===== src/rtl/assert_macros.svh =====
// Assertion helpers for the RTL file that carries checks.
`ifndef ASSERT_MACROS_SVH
`define ASSERT_MACROS_SVH

// Concurrent check on the rising clock edge, switched off while reset is high.
`define ASSERT_CLKRST(label, clk, rst, prop, msg) \
   label: assert property (@(posedge clk) disable iff (rst) (prop)) else $error(msg);

// Same check, with the block's own clock and reset names.
`define ASSERT_DEFAULT(label, prop, msg) \
   `ASSERT_CLKRST(label, clock, reset, prop, msg)

`endif


===== src/rtl/mss_pkg.sv =====
`default_nettype none

package mss_pkg;

   // Number of groups that own a sequence counter.
   localparam int NUM_GROUPS = 16;

   localparam int GROUP_W   = 4;
   localparam int SEQ_W     = 64;
   localparam int BITMAP_W  = 16;
   localparam int SESSION_W = 64;

   // Index width into the counter array.
   localparam int GRP_IDX_W = (NUM_GROUPS > 1) ? $clog2(NUM_GROUPS) : 1;

   typedef struct packed {
      logic [GROUP_W-1:0] group_index;
      logic               first_of_packet;
      logic               last_of_packet;
      logic               empty_packet;
   } req_type;

   typedef struct packed {
      logic [GROUP_W-1:0]   stamped_group;
      logic [SEQ_W-1:0]     sequence_number;
      logic [BITMAP_W-1:0]  packet_bitmap;
      logic                 packet_done;
      logic [SESSION_W-1:0] session_stamp;
   } rsp_type;

   typedef enum logic [0:0] {
      ST_IDLE,
      ST_EXEC
   } state_type;

   // Commands from the controller to the datapath.
   typedef struct packed {
      logic capture;
      logic commit;
   } cmd_type;

   // Status from the datapath to the controller.
   typedef struct packed {
      logic out_free;
   } status_type;

endpackage

`default_nettype wire


===== src/rtl/mss_controller.sv =====
`default_nettype none

module mss_controller import mss_pkg::*; (
   input  wire logic       clock,
   input  wire logic       reset,
   input  wire logic       req_valid,
   output logic            req_stall,
   input  wire status_type status,
   output cmd_type         cmd
);

   state_type state_ff;
   state_type state_in;

   always_ff @(posedge clock) begin
      if (reset) begin
         state_ff <= ST_IDLE;
      end else begin
         state_ff <= state_in;
      end
   end

   always_comb begin
      state_in = state_ff;
      case (state_ff)
         ST_IDLE: begin
            if (req_valid) begin
               state_in = ST_EXEC;
            end
         end
         ST_EXEC: begin
            if (status.out_free) begin
               state_in = ST_IDLE;
            end
         end
         default: begin
            state_in = ST_IDLE;
         end
      endcase
   end

   always_comb begin
      req_stall   = 1'b1;
      cmd.capture = 1'b0;
      cmd.commit  = 1'b0;
      case (state_ff)
         ST_IDLE: begin
            req_stall   = 1'b0;
            cmd.capture = req_valid;
         end
         ST_EXEC: begin
            // The result may only be written once the output register is free.
            cmd.commit = status.out_free;
         end
         default: begin
            req_stall = 1'b1;
         end
      endcase
   end

endmodule

`default_nettype wire


===== src/rtl/mss_datapath.sv =====
`default_nettype none

module mss_datapath import mss_pkg::*; (
   input  wire logic                 clock,
   input  wire logic                 reset,
   input  wire req_type              req_data,
   input  wire logic                 csr_wr_en,
   input  wire logic [SESSION_W-1:0] csr_wr_data,
   input  wire cmd_type              cmd,
   output status_type                status,
   output logic                      rsp_valid,
   input  wire logic                 rsp_stall,
   output rsp_type                   rsp_data
);

   localparam logic [GROUP_W:0] GRP_LIMIT = (GROUP_W+1)'(NUM_GROUPS);

   req_type              req_ff;
   logic [SEQ_W-1:0]     counters_ff [NUM_GROUPS];
   logic [SEQ_W-1:0]     counter_in;
   logic [BITMAP_W-1:0]  bitmap_ff;
   logic [BITMAP_W-1:0]  bitmap_in;
   logic [SESSION_W-1:0] session_ff;
   rsp_type              rsp_ff;
   rsp_type              rsp_in;
   logic                 rsp_valid_ff;
   logic                 rsp_valid_in;

   logic                 in_range;
   logic [GRP_IDX_W-1:0] grp_idx;
   logic [BITMAP_W-1:0]  bm_base;
   logic [BITMAP_W-1:0]  bm_new;

   assign status.out_free = !rsp_valid_ff || !rsp_stall;
   assign rsp_valid       = rsp_valid_ff;
   assign rsp_data        = rsp_ff;

   always_comb begin
      in_range   = {1'b0, req_ff.group_index} < GRP_LIMIT;
      grp_idx    = req_ff.group_index[GRP_IDX_W-1:0];
      counter_in = counters_ff[grp_idx] + SEQ_W'(1);
      bm_base    = req_ff.first_of_packet ? '0 : bitmap_ff;
      bm_new     = in_range ? (bm_base | (BITMAP_W'(1) << req_ff.group_index)) : bm_base;

      if (req_ff.empty_packet) begin
         rsp_in.stamped_group   = '0;
         rsp_in.sequence_number = '0;
         rsp_in.packet_bitmap   = '0;
         rsp_in.packet_done     = 1'b1;
         bitmap_in              = '0;
      end else begin
         rsp_in.stamped_group   = req_ff.group_index;
         rsp_in.sequence_number = in_range ? counter_in : '0;
         rsp_in.packet_bitmap   = bm_new;
         rsp_in.packet_done     = req_ff.last_of_packet;
         bitmap_in              = req_ff.last_of_packet ? '0 : bm_new;
      end
      rsp_in.session_stamp = session_ff;

      rsp_valid_in = cmd.commit || (rsp_valid_ff && rsp_stall);
   end

   always_ff @(posedge clock) begin
      if (cmd.capture) begin
         req_ff <= req_data;
      end
      if (cmd.commit) begin
         rsp_ff <= rsp_in;
      end
   end

   always_ff @(posedge clock) begin
      if (reset) begin
         for (int i = 0; i < NUM_GROUPS; i++) begin
            counters_ff[i] <= '0;
         end
         bitmap_ff    <= '0;
         session_ff   <= '0;
         rsp_valid_ff <= 1'b0;
      end else begin
         if (cmd.commit && !req_ff.empty_packet && in_range) begin
            counters_ff[grp_idx] <= counter_in;
         end
         if (cmd.commit) begin
            bitmap_ff <= bitmap_in;
         end
         if (csr_wr_en) begin
            session_ff <= csr_wr_data;
         end
         rsp_valid_ff <= rsp_valid_in;
      end
   end

endmodule

`default_nettype wire


===== src/rtl/multigroup_sequence_stamper_unit.sv =====
// Flow: an accepted transaction is captured into the request register and its result
// is committed to the output register once that register is free, so it waits while
// the previous result is still stalled in the output register.
// The controller takes no new transaction until the captured one is committed, as it
// alternates between its capture and read-modify-write steps.
// Reset (synchronous, active high) clears all group counters, the packet bitmap,
// the session identifier and the output valid flag; no clearing pass is needed.
`default_nettype none

`include "assert_macros.svh"

module multigroup_sequence_stamper_unit import mss_pkg::*; (
   input  wire logic                 clock,
   input  wire logic                 reset,
   // Request channel: one header group entry per transaction.
   input  wire logic                 req_valid,
   output logic                      req_stall,
   input  wire req_type              req_data,
   // Response channel: one stamped result per request transaction.
   output logic                      rsp_valid,
   input  wire logic                 rsp_stall,
   output rsp_type                   rsp_data,
   // Session identifier register.
   input  wire logic                 csr_wr_en,
   input  wire logic [SESSION_W-1:0] csr_wr_data
);

   // The controller decides when a request transaction is captured and when the
   // captured entry is committed. Committing performs the read-modify-write of
   // the group counter, updates the packet bitmap and loads the output register
   // in the same cycle. The output register separates the two channels, so a
   // new request is taken while an earlier result still waits on rsp.
   cmd_type    cmd;
   status_type status;

   mss_controller u_controller (
      .clock     (clock),
      .reset     (reset),
      .req_valid (req_valid),
      .req_stall (req_stall),
      .status    (status),
      .cmd       (cmd)
   );

   // The datapath holds the sixteen 64-bit counters in flops, the bitmap
   // accumulator, the session register and the output register. An empty
   // packet leaves the counters alone and clears the bitmap; an entry that
   // carries the last mark also clears the bitmap after stamping.
   mss_datapath u_datapath (
      .clock       (clock),
      .reset       (reset),
      .req_data    (req_data),
      .csr_wr_en   (csr_wr_en),
      .csr_wr_data (csr_wr_data),
      .cmd         (cmd),
      .status      (status),
      .rsp_valid   (rsp_valid),
      .rsp_stall   (rsp_stall),
      .rsp_data    (rsp_data)
   );

   // Only one entry is in flight: after an accepted transaction the input stalls.
   `ASSERT_DEFAULT(a_one_in_flight, (req_valid && !req_stall) |=> req_stall,
                   "request accepted while an entry is still in flight")

   // A result is never written over one that is still stalled on the output.
   `ASSERT_DEFAULT(a_no_overwrite, cmd.commit |-> (!rsp_valid || !rsp_stall),
                   "commit while the output register is held")

   // A fresh result is first seen valid after its request was captured into the
   // request register and then committed to the output register.
   `ASSERT_DEFAULT(a_result_latency, $rose(rsp_valid) |-> $past(cmd.capture, 2),
                   "result raised without a matching captured request")

endmodule

`default_nettype wire


===== config.mk =====
export PLATFORM = sky130hd
export DESIGN_NAME = multigroup_sequence_stamper_unit
export DESIGN_NICKNAME = d
export VERILOG_FILES = /design/src/rtl/mss_pkg.sv /design/src/rtl/mss_controller.sv /design/src/rtl/mss_datapath.sv /design/src/rtl/multigroup_sequence_stamper_unit.sv
export VERILOG_INCLUDE_DIRS = /design/src /design/src/rtl
export SDC_FILE = /design/constraint.sdc
export NUM_CORES = 2
export LEC_CHECK = 0
export BUFFER_PORTS_ARGS = -buffer_cell sky130_fd_sc_hd__clkbuf_2
export CAP_MARGIN = 20
export CORE_MARGIN = 5
export CORE_UTILIZATION = 55
export CTS_CLUSTER_DIAMETER = 50
export DETAILED_ROUTE_END_ITERATION = 6
export GPL_TIMING_DRIVEN = 0
export PLACE_DENSITY_LB_ADDON = 0.08
export SYNTH_ARGS = -nofsm -noshare
export SYNTH_HDL_FRONTEND = slang
export SYNTH_SLANG_ARGS = --single-unit

===== constraint.sdc =====
create_clock -name clock -period 8.5 [get_ports clock]
set_input_delay 1.275 -clock clock [delete_from_list [all_inputs] [get_ports clock]]
set_output_delay 1.275 -clock clock [all_outputs]
set_load 0.03 [all_outputs]

# After elaboration in Yosys (flattened, before gate mapping)

Memories as Yosys holds them, arrays and structs flattened. A register that Yosys moved wholly into a read port is not among the register bits.
Cells that the tools add are included.

Input port bits: 76
Output and inout bits: 151
Logic and storage cells: 44
Memories: 1
Register bits: 238
RAM bits: 1024

Bitwise gates (word level): 2
Shifts and indexed selects: 1
Reductions and logical operators: 8
Add/subtract/negate cells: 1
Multiplexer cells: 18

Memory list:

| name                   | depth | bits a word | rd ports | clocked after Yosys merged registers in | wr ports | line               | RTL |
|---|---|---|---|---|---|---|---|
| u_datapath.counters_ff | 16    | 64          | 1        | 1                                       | 16       | mss_datapath.sv:19 | `logic [SEQ_W-1:0] counters_ff [NUM_GROUPS];` |

Operators with widths:

| kind                                                                | number |
|---|---|
| 64-bit by 1-bit adder with 64-bit output (second input constant)    | 1 |
| 64-bit 2-to-1 mux                                                   | 1 |
| 64-bit OR reduction                                                 | 1 |
| 16-bit 2-to-1 mux                                                   | 3 |
| 16-bit OR                                                           | 1 |
| 1-bit by 4-bit << shifter with 16-bit output (first input constant) | 1 |
| 1-bit 2-to-1 mux                                                    | 11 |
| 4-bit 2-to-1 mux                                                    | 2 |
| 1-bit zero test                                                     | 3 |
| 1-bit logical AND                                                   | 2 |
| 1-bit logical OR                                                    | 2 |
| 1-bit one-hot mux with 2 select lines                               | 1 |
| 1-bit NOT                                                           | 1 |

# Depth between registers and ports, before layout

Depth after elaboration: 9
Depth in mapped cells: 26
Gate-level depth less buffers: 12

# Modules after synthesis

From an unflattened synthesis, not the netlist that was laid out.

Cells, all modules: 3704
Area total of the unflattened synthesis: 54438.5 um2

By module, submodules not included:

| module         | cells an instance | area each (um2) | sequential area each (um2) | instances |
|---|---|---|---|---|
| mss_datapath   | 3699              | 54389.7         | 37135.6                    | 1 |
| mss_controller | 5                 | 48.8            | 20.0                       | 1 |

# Worst setup path before layout

No wires, ideal clock.

Kind: register -> register
From: register (tool-made name)
To: memory u_datapath.counters_ff[0][38] (data pin)
Stages on the path, launching flop included: 26
Period minus slack after synthesis: 5.432 ns
Path buffers: 13
Arrival: 5.162 ns
Library setup time: 0.270 ns
Path slack: 3.068 ns
Path through: dfxtp_1 buf_6 buf_12 buf_12 buf_12 buf_12 buf_12 buf_12 buf_12 mux2i_1 a221oi_1 o21ai_0 nand2_2 buf_2 buf_1 ha_1 and2_1 a32o_1 nand4_1 or4_1 clkbuf_1 or4_1 buf_2 o21ai_1 buf_2 a21oi_1

RTL lines:

| item      | line |
|---|---|
| to (decl) | mss_datapath.sv:19 |

==> impl_metrics.csv <==
group,metric,value,unit
cells_and_area,area_growth,14.78,%
global_routing,met2_usage,52.56,%
yosys,synthXorXnorAreaFrac,0.4280,%
worst_setup_path,reg2reg_to,"u_datapath.counters_ff[7][52]",
power,p_per_area,239.0,nW/um^2
drt,wl_per_cell,32.99,microns
yosys,seq_area_frac_synth,67.60,%
drt,vias_per_cell,6.661,
global_routing,grt_max_degree,83,
die,die_w,326.1,microns
clocking,cts_tree,"yes",
outcome,outcome,"completed",
yosys,yosysTopAreaCellShare,64.47,%
cells_and_area,stdcell_area,63090,sq um
clocking,cts_htree_levels,4,
global_routing,met3_usage,8.702,%
sta,achievable-frequency,120.9,MHz
die,fp.dieH,326.1,microns
power,combPwrFrac,13.0,%
clocking,clock-root-buffer,"clkbuf_16",
cells_and_area,layout.nets,4238,
worst_setup_path,crit_fanout,19,
sta,fin_skew,29.40,ps
yosys,synth_top_area_cell,"edfxtp_1",
yosys,synth_cell_types,76,
sta,fin_crit_sh,97.31,%
clocking,cts.sinks,1266,
power,ir_drop,195.1,uV
die,start_util,55.12,%
die,core,99710,sq um
power,totalPowerFinal,15.08,mW
sta,grt_setup_unrepaired,"no",
sta,slew_violations,0,
power,swShare,25.89,%
clocking,clk_pin_slew,60,ps
power,power_frac_clock,39.7,%
sta,finalHoldViolCount,0,
power,intPower,11.17,mW
place,place_congestion,0.8890,
power,switchingPower,3.904,mW
drt,routed_wl,183700,microns
yosys,synth_edf_count,1180,
global_routing,antenna_found_initial,2,
yosys,synth-seq-cells,1266,
worst_setup_path,crit_arrival,8720,ps
drt,drt_iter0_markers,5969,
place,place_hpwl,115500,microns
die,die_area,106400,sq um
yosys,synthAdderAreaFrac,0.02276,%
flow_run,cap_violations,0,
global_routing,busiest_layer,"met2",
die,io_pins,227,
power,power_leakage,22.29,nW
yosys,ys_top_cells_by_area,"edfxtp_1 64%, mux4_2 8.9%, a21oi_1 4.7%, nor2_1 4.4%, dfxtp_1 3.1%",
power,p_seq_share,47.4,%
global_routing,grt_pass1_vias,36330,
sta,setup_slack,228.3,ps
yosys,synth-compound-area-share,7.770,%
worst_setup_path,path_class,"flip-flop to flip-flop",
global_routing,track_usage,34.20,%
yosys,postSynth.asyncResetShare,0,%
yosys,netlist_area,54960,sq um
cells_and_area,drive_gt1_share,21.40,%
yosys,synth_nets,3833,
place,dpl_cell_area,58570,sq um
global_routing,grt_pass1_wl,259300,microns
yosys,synth_common_cells,"1180 x edfxtp_1, 645 x nor2_1, 514 x a21oi_1, 237 x clkbuf_1, 216 x mux4_2",
cells_and_area,instances_no_fill,5568,
place,place_ws,248.7,ps
worst_setup_path,worstSetupStartpointType,"flip-flop",
drt,vias,37090,
clocking,post-cts-setup-buffers,0,
die,num_rows,116,
drt,ant_nets,0,
sta,worst_pin_slew,1258,ps
sta,final-setup-viol-count,0,
yosys,synth_cells,3756,
place,place_inst,5314,
sta,fin_crit,8272,ps
yosys,synth-main-ff-cell,"edfxtp_1",
yosys,muxShareOfSynthArea,12.27,%
global_routing,grtUsageMet1,46.43,%
global_routing,overflow,0,
worst_setup_path,cp-end-kind,"flip-flop",
clocking,insertion_delay,750,ps
yosys,yosys_warnings,0,
clocking,cts_buffers,140,
sta,final.setup.tns,0,ps
drt,firstDrtPassIters,6,
yosys,synth.avg_cell_area,14.63,sq um
worst_setup_path,critPathCapture,"u_datapath.counters_ff[7][52]",
yosys,synthSimpleGateAreaFrac,8.081,%
worst_setup_path,reg2reg_setup_slack,230,ps
yosys,synth_top_family_by_area,"multiplexers",
worst_setup_path,required,8950,ps
min_path,hold_class,"flip-flop to flip-flop",
drt,drc,0,
place,portBuffers,224,
clocking,cts_buffer_depth,3,
sta,slew_headroom,16.13,%
worst_setup_path,ff2ff_path_depth,19,
yosys,yosysMostFrequentCell,"edfxtp_1",
-- through the flow --
| step | hold WS, ps | util (%) |
|---|---|---|
| final | 429.8 | 63.27 |
| after global routing | 438.0 | 63.26 |
| after CTS | 429.5 | 63.22 |
| after detailed placement | 414.8 | 58.74 |
| after global placement | 410.6 | 57.88 |
| after floorplan | 407.6 | - |
-- layer usage --
metal,vias up,routed length [microns]
met1,18620,67300
li1,15220,-
met2,2699,83290
met4,6,10620
met5,-,221
met3,548,22280
-- flip-flops by register name, summed over array words and instances, names as in the netlist, named ones only --
register                cells
u_datapath.session_ff      64
u_controller.state_ff       1
u_datapath.counters_ff   1024
u_datapath.grp_idx          4
u_datapath.rsp_data       149
u_datapath.bitmap_ff       16
u_datapath.req_ff           3
u_datapath.rsp_valid        1
-- power groups by stage --
| stage | Combinational (mW) | Sequential [mW] | Clock (mW) |
|---|---|---|---|
| after CTS | 1.92 | 7.14 | 6.00 |
| after detailed placement | 1.92 | 7.27 | 0 |
| after floorplan | 1.11 | 7.37 | 0 |
| after global routing | 2.03 | 7.16 | 6.27 |
| final | 1.95 | 7.14 | 5.98 |
| after global placement | 1.87 | 7.31 | 0 |
-- worst min-delay path by stage --
| stage | from | end | slack [ps] | cells after the start |
|---|---|---|---|---|
| 6_report | u_datapath.session_ff[25] | u_datapath.rsp_data[25] | 430 | 0 |
| 5_1_grt | u_datapath.session_ff[63] | u_datapath.rsp_data[63] | 440 | 0 |
| 4_1_cts | u_datapath.session_ff[25] | u_datapath.rsp_data[25] | 430 | 0 |
| 3_5_place_dp | u_datapath.session_ff[25] | u_datapath.rsp_data[25] | 410 | 0 |
| 3_3_place_gp | u_datapath.session_ff[61] | u_datapath.rsp_data[61] | 410 | 0 |
| 2_1_floorplan | u_datapath.session_ff[0] | u_datapath.rsp_data[0] | 410 | 0 |
-- logic make-up after synthesis --
| group | Yosys count |
|---|---|
| xor gates and xnor gates | 26 |
| muxes | 359 |
| and+or+nand+nor | 990 |
| AOI/OAI and AO/OA | 721 |
| buffers and inverters | 393 |
| DFF | 1266 |
| adders and majority gates | 1 |
-- worst max-delay path, stage by stage, from the launching register on --
cell and delay [ps]:
dfxtp_1 490, buf_4 260, buf_8 180, buf_2 370, buf_4 390, buf_2 500, buf_2 410, buf_2 470
o21ai_0 200, nand2_2 240, buf_2 490, ha_1 380, and2_1 170, a32o_1 400, nand4_1 300, nor4_1 990
nand2_1 530, o31ai_2 670, buf_2 400, a21oi_2 90
-- cell type report --
cell class                      instances  area, sq um
Buffer                                376         2037
Clock buffer                          177         3841
Fill cell                            7514        36630
Tap cell                             1298         1624
Sequential cell                      1266        37160
Clock inverter                         70        633.1
Antenna cell                            4        10.01
Inverter                               16        67.56
Multi-Input combinational cell       2097        15860
Timing Repair Buffer                  264         1856
-- placed cells by master, fill, tap and decap left out, types with 18 or more instances in the layout --
cell / n
mux4_1: 27
clkinv_2: 22
clkbuf_16: 147
nand4_1: 31
buf_12: 20
edfxtp_1: 1180
nand3_1: 19
buf_4: 28
clkbuf_2: 226
a31o_2: 18
dfxtp_1: 86
mux2i_1: 110
mux4_2: 216
a22oi_1: 87
nor2_1: 644
a21oi_1: 514
clkbuf_1: 262
clkinv_1: 26
a221oi_1: 18
a21oi_2: 20
a22o_1: 23
buf_6: 21
nor3_1: 68
nand2_1: 87
buf_2: 65
-- what timing repair did --
action	4_1_cts	5_1_grt
endpoints found under the setup margin	0	85
hold buffers	0	0
resized for setup	0	1
(Power assumes the default switching activity.)
